$ cat src/design/tws_pkg.sv
// Package with the shared types and constants of the schedule matcher.
`timescale 1ns / 1ps
package tws_pkg;

  localparam int PERIODS = 8;
  localparam int IDX_W   = $clog2(PERIODS);
  localparam int CNT_W   = 4;

  localparam logic [1:0]         FORCED_TYPE   = 2'd2;
  localparam logic signed [15:0] FORCED_MIN    = 16'sd32000;
  localparam logic signed [15:0] FORCED_MAX    = 16'sd100;
  localparam logic signed [7:0]  LIMIT_OFF     = 8'sd100;
  localparam logic signed [11:0] GATE_FLOOR_Q4 = -12'sd1600;

  localparam logic KIND_WRITE = 1'b0;
  localparam logic KIND_QUERY = 1'b1;

  typedef struct packed {
    logic               kind;
    logic [2:0]         entry_index;
    logic [11:0]        entry_start;
    logic [11:0]        entry_end;
    logic [1:0]         entry_type;
    logic signed [15:0] entry_power_min;
    logic signed [15:0] entry_power_max;
    logic signed [7:0]  entry_temp_low_limit;
    logic signed [7:0]  entry_temp_high_limit;
    logic [11:0]        query_time;
    logic signed [11:0] query_temperature;
  } tws_in_t;

  typedef struct packed {
    logic [1:0]         active_type;
    logic [1:0]         gated_type;
    logic signed [15:0] threshold_low;
    logic signed [15:0] threshold_high;
  } tws_out_t;

  typedef enum logic [1:0] {
    ST_IDLE,
    ST_SCAN,
    ST_EMIT
  } tws_state_t;

  typedef struct packed {
    logic write_entry;
    logic start_query;
    logic scan_step;
    logic load_out;
  } tws_cmd_t;

  typedef struct packed {
    logic req_is_query;
    logic scan_empty;
    logic scan_last;
    logic out_busy;
  } tws_status_t;

endpackage

$ cat src/design/tws_ctrl.sv
// Controller state machine that sequences writes, table scans and result hand-off.
`timescale 1ns / 1ps
module tws_ctrl import tws_pkg::*; (
  input  logic        clk,
  input  logic        rst_n,
  input  logic        in_valid,
  output logic        in_ready,
  input  tws_status_t status,
  output tws_cmd_t    cmd
);

  tws_state_t state_r, state_nxt;
  logic       accept;

  assign accept = in_valid && in_ready;

  always_ff @(posedge clk) begin
    if (!rst_n) begin
      state_r <= ST_IDLE;
    end else begin
      state_r <= state_nxt;
    end
  end

  always_comb begin
    state_nxt = state_r;
    case (state_r)
      ST_IDLE: begin
        if (accept && status.req_is_query) begin
          state_nxt = status.scan_empty ? ST_EMIT : ST_SCAN;
        end
      end
      ST_SCAN: begin
        if (status.scan_last) begin
          state_nxt = ST_EMIT;
        end
      end
      ST_EMIT: begin
        if (!status.out_busy) begin
          state_nxt = ST_IDLE;
        end
      end
      default: state_nxt = ST_IDLE;
    endcase
  end

  always_comb begin
    in_ready         = 1'b0;
    cmd.write_entry  = 1'b0;
    cmd.start_query  = 1'b0;
    cmd.scan_step    = 1'b0;
    cmd.load_out     = 1'b0;
    case (state_r)
      ST_IDLE: begin
        in_ready        = 1'b1;
        cmd.write_entry = in_valid && !status.req_is_query;
        cmd.start_query = in_valid && status.req_is_query;
      end
      ST_SCAN: begin
        cmd.scan_step = 1'b1;
      end
      ST_EMIT: begin
        cmd.load_out = !status.out_busy;
      end
      default: begin
        in_ready = 1'b0;
      end
    endcase
  end

  a_step_only_in_scan: assert property (@(posedge clk) disable iff (!rst_n)
    cmd.scan_step |-> !in_ready && !cmd.load_out)
    else $error("scan step overlaps request intake or result load");

  a_query_leaves_idle: assert property (@(posedge clk) disable iff (!rst_n)
    cmd.start_query |=> (state_r == ST_SCAN) || (state_r == ST_EMIT))
    else $error("query did not start a scan");

  a_emit_then_idle: assert property (@(posedge clk) disable iff (!rst_n)
    cmd.load_out |=> in_ready)
    else $error("controller did not return to idle after loading a result");

endmodule

$ cat src/design/tws_datapath.sv
// Datapath with the period tables, the scan accumulators and the result register.
`timescale 1ns / 1ps
module tws_datapath import tws_pkg::*; (
  input  logic             clk,
  input  logic             rst_n,
  input  logic             cfg_we,
  input  logic [CNT_W-1:0] cfg_wdata,
  input  tws_in_t          in_data,
  input  tws_cmd_t         cmd,
  output tws_status_t      status,
  output logic             out_valid,
  input  logic             out_ready,
  output tws_out_t         out_data
);

  logic [CNT_W-1:0]   scan_count_r;
  logic [PERIODS-1:0] entry_vld_r;
  logic [11:0]        start_r [PERIODS];
  logic [11:0]        end_r   [PERIODS];
  logic [1:0]         type_r  [PERIODS];
  logic signed [15:0] pmin_r  [PERIODS];
  logic signed [15:0] pmax_r  [PERIODS];
  logic signed [7:0]  tlo_r   [PERIODS];
  logic signed [7:0]  thi_r   [PERIODS];

  logic [IDX_W-1:0]   scan_idx_r, last_idx_r, last_idx_nxt;
  logic [11:0]        qtime_r;
  logic signed [11:0] qtemp_r;
  logic [1:0]         act_r, gated_r;
  logic signed [15:0] lo_r, hi_r;
  logic               out_valid_r;
  tws_out_t           out_data_r;

  logic [CNT_W-1:0]   count_clamped;
  logic               rd_vld;
  logic [11:0]        rd_start, rd_end;
  logic [1:0]         rd_type;
  logic signed [15:0] rd_pmin, rd_pmax;
  logic signed [7:0]  rd_tlo, rd_thi;
  logic signed [11:0] tlo_q4, thi_q4;
  logic               time_hit, gate_ok;

  assign count_clamped = (scan_count_r > CNT_W'(PERIODS)) ? CNT_W'(PERIODS) : scan_count_r;
  assign last_idx_nxt  = IDX_W'(count_clamped - CNT_W'(1));

  assign status.req_is_query = (in_data.kind == KIND_QUERY);
  assign status.scan_empty   = (count_clamped == '0);
  assign status.scan_last    = (scan_idx_r == last_idx_r);
  assign status.out_busy     = out_valid_r && !out_ready;

  always_ff @(posedge clk) begin
    if (!rst_n) begin
      scan_count_r <= CNT_W'(1);
    end else if (cfg_we) begin
      scan_count_r <= cfg_wdata;
    end
  end

  always_ff @(posedge clk) begin
    if (!rst_n) begin
      entry_vld_r <= '0;
    end else if (cmd.write_entry && ({1'b0, in_data.entry_index} < 4'(PERIODS))) begin
      entry_vld_r[in_data.entry_index[IDX_W-1:0]] <= 1'b1;
    end
  end

  always_ff @(posedge clk) begin
    if (cmd.write_entry && ({1'b0, in_data.entry_index} < 4'(PERIODS))) begin
      start_r[in_data.entry_index[IDX_W-1:0]] <= in_data.entry_start;
      end_r[in_data.entry_index[IDX_W-1:0]]   <= in_data.entry_end;
      type_r[in_data.entry_index[IDX_W-1:0]]  <= in_data.entry_type;
      pmin_r[in_data.entry_index[IDX_W-1:0]]  <= in_data.entry_power_min;
      pmax_r[in_data.entry_index[IDX_W-1:0]]  <= in_data.entry_power_max;
      tlo_r[in_data.entry_index[IDX_W-1:0]]   <= in_data.entry_temp_low_limit;
      thi_r[in_data.entry_index[IDX_W-1:0]]   <= in_data.entry_temp_high_limit;
    end
  end

  // An entry that was never written reads as all zero.
  always_comb begin
    rd_vld   = entry_vld_r[scan_idx_r];
    rd_start = rd_vld ? start_r[scan_idx_r] : '0;
    rd_end   = rd_vld ? end_r[scan_idx_r]   : '0;
    rd_type  = rd_vld ? type_r[scan_idx_r]  : '0;
    rd_pmin  = rd_vld ? pmin_r[scan_idx_r]  : '0;
    rd_pmax  = rd_vld ? pmax_r[scan_idx_r]  : '0;
    rd_tlo   = rd_vld ? tlo_r[scan_idx_r]   : '0;
    rd_thi   = rd_vld ? thi_r[scan_idx_r]   : '0;
  end

  assign tlo_q4   = {rd_tlo, 4'b0000};
  assign thi_q4   = {rd_thi, 4'b0000};
  assign time_hit = (qtime_r >= rd_start) && (qtime_r <= rd_end);

  always_comb begin
    gate_ok = 1'b1;
    if (qtemp_r > GATE_FLOOR_Q4) begin
      if ((rd_tlo <= LIMIT_OFF) && (qtemp_r > tlo_q4)) begin
        gate_ok = 1'b0;
      end
      if ((rd_thi <= LIMIT_OFF) && (qtemp_r < thi_q4)) begin
        gate_ok = 1'b0;
      end
    end
  end

  always_ff @(posedge clk) begin
    if (cmd.start_query) begin
      qtime_r    <= in_data.query_time;
      qtemp_r    <= in_data.query_temperature;
      scan_idx_r <= '0;
      last_idx_r <= last_idx_nxt;
      act_r      <= '0;
      gated_r    <= '0;
      lo_r       <= '0;
      hi_r       <= '0;
    end else if (cmd.scan_step) begin
      scan_idx_r <= scan_idx_r + IDX_W'(1);
      if (time_hit) begin
        act_r <= rd_type;
        lo_r  <= (rd_type == FORCED_TYPE) ? FORCED_MIN : rd_pmin;
        hi_r  <= (rd_type == FORCED_TYPE) ? FORCED_MAX : rd_pmax;
        if (gate_ok) begin
          gated_r <= rd_type;
        end
      end
    end
  end

  always_ff @(posedge clk) begin
    if (!rst_n) begin
      out_valid_r <= 1'b0;
    end else if (cmd.load_out) begin
      out_valid_r <= 1'b1;
    end else if (out_ready) begin
      out_valid_r <= 1'b0;
    end
  end

  always_ff @(posedge clk) begin
    if (cmd.load_out) begin
      out_data_r.active_type    <= act_r;
      out_data_r.gated_type     <= gated_r;
      out_data_r.threshold_low  <= lo_r;
      out_data_r.threshold_high <= hi_r;
    end
  end

  assign out_valid = out_valid_r;
  assign out_data  = out_data_r;

  a_load_when_free: assert property (@(posedge clk) disable iff (!rst_n)
    cmd.load_out |-> !(out_valid_r && !out_ready))
    else $error("result loaded over a pending result");

  a_load_sets_valid: assert property (@(posedge clk) disable iff (!rst_n)
    cmd.load_out |=> out_valid_r)
    else $error("loaded result not presented");

  a_scan_in_range: assert property (@(posedge clk) disable iff (!rst_n)
    cmd.scan_step |-> scan_idx_r <= last_idx_r)
    else $error("scan index ran past the period count");

endmodule

$ cat src/design/time_window_schedule_matcher_core.sv
// A query scans the first N period entries, N = min(count, 8), then raises out_valid.
// The scan reads one period entry per cycle.
// The emit state repeats while an earlier result still waits on the output.
// A write request gives no result; a new request is taken while a result waits.
// Synchronous active-low reset invalidates all entries, sets the scan count to 1, drops out_valid.
`timescale 1ns / 1ps
module time_window_schedule_matcher_core import tws_pkg::*; (
  input  logic             clk,
  input  logic             rst_n,
  input  logic             cfg_we,
  input  logic [CNT_W-1:0] cfg_wdata,
  input  logic             in_valid,
  output logic             in_ready,
  input  tws_in_t          in_data,
  output logic             out_valid,
  input  logic             out_ready,
  output tws_out_t         out_data
);

  tws_cmd_t    cmd;
  tws_status_t status;

  tws_ctrl u_ctrl (
    .clk      (clk),
    .rst_n    (rst_n),
    .in_valid (in_valid),
    .in_ready (in_ready),
    .status   (status),
    .cmd      (cmd)
  );

  tws_datapath u_datapath (
    .clk       (clk),
    .rst_n     (rst_n),
    .cfg_we    (cfg_we),
    .cfg_wdata (cfg_wdata),
    .in_data   (in_data),
    .cmd       (cmd),
    .status    (status),
    .out_valid (out_valid),
    .out_ready (out_ready),
    .out_data  (out_data)
  );

endmodule

$ cat config.mk
export PLATFORM = sky130hd
export DESIGN_NAME = time_window_schedule_matcher_core
export DESIGN_NICKNAME = d
export VERILOG_FILES = /design/src/design/tws_pkg.sv /design/src/design/tws_ctrl.sv /design/src/design/tws_datapath.sv /design/src/design/time_window_schedule_matcher_core.sv
export SDC_FILE = /design/constraint.sdc
export NUM_CORES = 1
export LEC_CHECK = 0
export BUFFER_PORTS_ARGS = -buffer_cell sky130_fd_sc_hd__buf_4
export CAP_MARGIN = 20
export CELL_PAD_IN_SITES_DETAIL_PLACEMENT = 0
export CELL_PAD_IN_SITES_GLOBAL_PLACEMENT = 1
export CORE_MARGIN = 2
export CORE_UTILIZATION = 50
export CTS_CLUSTER_DIAMETER = 60
export DETAILED_ROUTE_END_ITERATION = 16
export PLACE_DENSITY = 0.85
export SYNTH_ARGS = -nofsm -noshare
export SYNTH_HDL_FRONTEND = slang
export SYNTH_SLANG_ARGS = --single-unit
$ cat constraint.sdc
create_clock -name clk -period 9.5 [get_ports clk]
set_clock_uncertainty 0.05 [all_clocks]
set_input_delay 0.475 -clock clk [delete_from_list [all_inputs] [get_ports clk]]
set_output_delay 0.475 -clock clk [all_outputs]
set_load 0.01 [all_outputs]
==> qor.txt <==
GRT Residual Overflow - 0
crit path cell chain - buf_4, mux4_2, mux2_2, nand2_1, ha_1, a21o_1, a21oi_1, nor2b_1, o41ai_1, o2111a_2, buf_4, o311ai_4, mux2_4
root buf cell - clkbuf_16
main combinational cell family by area after synthesis - multiplexers
clock sinks - 712
mux contribution to synthesized area - 0.1658
Worst-path clk slew - 60 ps
Yosys Warn Count - 0
slowest CP cell - dfxtp_4
FF-to-FF path depth - 13
Slowest Stage Delay on Critical Path - 1000 ps
Distinct cells, synth - 57
global-route wire length before repair - 86,420 um
logic gate share of total power - 0.161
startpoint types - register
initial antenna violation count - 9
WP depth - 13
Post-Syn Area - 27,640 um^2
final wirelength - 57,680 um
Final min period - 5358 ps
# IOs - 149
PortBufs - 148
Clock Latency Late Sink - 610 ps
drt first-iter violations - 1,058
starting density of the core - 0.5036
Avg Cell Area, Syn - 20.80 um^2
Die Y - 239.1 um
Routed WL per cell - 25.06 um
hold depth - 1
CTS tree - built
core area - 54,880 um^2
Post-synth top cells - edfxtp_1 (655), mux4_2 (130), nor2_1 (81)
Yosys top cell by area - edfxtp_1
WHS Endpoint - u_datapath.pmax_r[5][8]$_DFFE_PP_
worst r2r dst - u_datapath.gated_r[1]$_SDFFE_PP0P_
Net Switching - 0.001776 W
Fin. Hold Viols - 0
Final ANT Viol Nets - 0
Synth Area in Adders - 0.01856
gr usage total - 0.2053
R2R setup slack - 4140 ps
sequential power share - 0.484
fraction of layout cells with a size suffix above 1 - 0.2944
Setup WS post-layout - 4142 ps
areal power density over the cells - 233.6 nW/um^2
Max IR drop VDD - 0.1247 mV
proportion of netlist area held by the largest area contributor - 0.7116
crit share post-route - 0.5640
Rows - 86
most common cell in the netlist - edfxtp_1
CP Class - reg2reg
syn_nets - 1,481
fin. max-slew vios - 0
crit-path most repeated cell - buf_4
routed vias - 13,410
worst-path maximum fanout - 54
crit path capture type - register
Synth Area in XOR/XNOR - 0.001901
DRC errors left - 0
critical path data arrival time - 5780 ps
TritonCTS buffer count - 70
detailed placer's ending HPWL - 31,810 um
unrepaired setup endpoints after global routing - false
Synth Area in Simple Gates - 0.03087
setup_tns - 0 ps
Critical Path RT - 9920 ps
hold path start - in_data[48]
die span in x - 239.1 um
asr flop ratio synth - 0
largest net degree at the start of global routing - 70
max cap viols - 0
CP top delay family - buffers and inverters
Via density - 5.827
Worst Path Buf+Inv - 2
dominant synthesized flop cell - edfxtp_1
status - completed
Post-synth EDFFs - 655
dominant cells by area after synthesis - edfxtp_1 (71%), mux4_2 (11%), dfxtp_1 (4.1%)
leakage - 10.33 nW
# H-tree levels - 3
drt pass-1 iters - 8
Synth Register Bits - 712
cell-internal power - 0.005705 W
post-synthesis sequential area ratio - 0.7529
Final setup violation count - 0
Synth Area in Compound Gates - 0.01675
Placement Setup Slack - 4075 ps
fraction of power spent switching nets - 0.2374
Max Clock Freq - 0.1866 GHz
Hold Path Class - in2reg
Slew headroom - 0.2781
nets@finish - 1,691
Clock Power Share - 0.356
vias in the first global route - 14,340
Worst-Margin Slew - 1083 ps
Die ar. - 57,170 um^2
Post-Synthesis Cells - 1,329
RD Place Congestion - 0.7716
Longest Clk Path Bufs - 3
Post-CTS Setup Bufs - 0
Layout area overhead - 15.87%
[worst reg2reg max path, stage by stage, from the launching register on]
cell	delay, ps
dfxtp_4	1000
buf_4	920
mux4_2	600
mux2_2	270
nand2_1	70
ha_1	250
a21o_1	180
a21oi_1	150
nor2b_1	60
o41ai_1	230
o2111a_2	230
buf_4	610
o311ai_4	270
mux2_4	350
[cell type report]
cell class | count | area, um^2
Clock inverter | 29 | 284.0
Multi-Input combinational cell | 552 | 6534
Tap cell | 704 | 880.8
Clock buffer | 97 | 1917
Fill cell | 3900 | 22850
Inverter | 4 | 15.01
Timing Repair Buffer | 199 | 1562
Sequential cell | 712 | 20820
Antenna cell | 5 | 12.51
[worst max path at each step]
stage	startpoint	endpoint
after floorplan	u_ctrl.state_r[1]$_SDFFE_PN0P_	u_datapath.end_r[0][0]$_DFFE_PP_
after detailed placement	register	u_datapath.gated_r[1]$_SDFFE_PP0P_
after global routing	register	u_datapath.gated_r[1]$_SDFFE_PP0P_
final	register	u_datapath.gated_r[1]$_SDFFE_PP0P_
after global placement	register	u_datapath.gated_r[1]$_SDFFE_PP0P_
after CTS	register	u_datapath.gated_r[1]$_SDFFE_PP0P_
[per-stage QoR]
step	power [W]	utilization	hold slack [ps]	cells	instance area, um^2
2_1_floorplan	0.004628	-	352.0	1329	27640
5_1_grt	0.007750	0.5834	30.79	2298	32020
3_3_place_gp	0.004870	0.5386	368.4	2146	29560
6_report	0.007481	0.5836	53.25	2302	32030
4_1_cts	0.007548	0.5831	17.48	2296	32000
3_5_place_dp	0.004890	0.5386	368.4	2146	29560
[what timing repair did]
item / 4_1_cts / 5_1_grt
hold endpoints to repair: 24 / 0
gates resized for setup: 0 / 0
hold buffers: 24 / 0
[power groups by stage]
| stage | Sequential, W | Combinational (W) | Clock, W |
|---|---|---|---|
| detailed placement | 0.00369 | 0.00120 | 0 |
| global placement | 0.00369 | 0.00118 | 0 |
| CTS | 0.00362 | 0.00122 | 0.00271 |
| finish | 0.00362 | 0.00120 | 0.00266 |
| global route | 0.00363 | 0.00130 | 0.00282 |
| floorplan | 0.00358 | 0.00105 | 0 |
[kinds of logic (layout without fill, tap and decap cells)]
kind of cell    Yosys count  count (layout)
flops                   712             712
mux                     259             259
simple gates            188             188
buf+inv                  65             329
compound gates           58              58
fa+ha+maj                41              41
xor+xnor                  6               6
other cells               0               5
[layout by cell type, fill, tap and decap left out, types with 7 or more instances in the layout]
cell,n
edfxtp_1,655
buf_4,174
mux4_2,130
nor2_1,75
clkbuf_16,73
mux2i_1,63
nand2_1,58
dfxtp_1,54
mux2_2,45
ha_1,41
clkbuf_1,24
dlygate4sd3_1,24
mux4_1,18
nand2b_1,10
a311oi_1,9
o21a_1,9
clkinv_2,9
nor2b_1,8
nand3_1,8
clkinv_1,7
[sequential cells by signal, summed over array words and instances, names as in the netlist, named ones only]
| name | count |
|---|---|
| u_datapath.thi_r | 64 |
| u_datapath.gated_r | 2 |
| u_datapath.out_valid | 1 |
| u_datapath.act_r | 2 |
| u_datapath.last_idx_r | 3 |
| u_datapath.qtime_r | 12 |
| u_datapath.scan_idx_r | 3 |
| u_datapath.out_data | 36 |
| u_datapath.lo_r | 16 |
| u_ctrl.state_r | 2 |
| u_datapath.entry_vld_r | 8 |
| u_datapath.scan_count_r | 4 |
| u_datapath.pmin_r | 128 |
| u_datapath.hi_r | 16 |
| u_datapath.type_r | 16 |
| u_datapath.pmax_r | 128 |
| u_datapath.start_r | 96 |
| u_datapath.qtemp_r | 12 |
| u_datapath.end_r | 96 |
| u_datapath.tlo_r | 64 |
[metal layers]
layer,global-route usage,part of all wire,up-vias
met2,0.3549,0.52,406
met3,0.05081,0.062,118
met5,0,0.00069,-
met1,0.2543,0.39,7026
met4,0.06818,0.028,8
li1,-,-,5856
No activity file was read; power rests on OpenSTA's default activity.
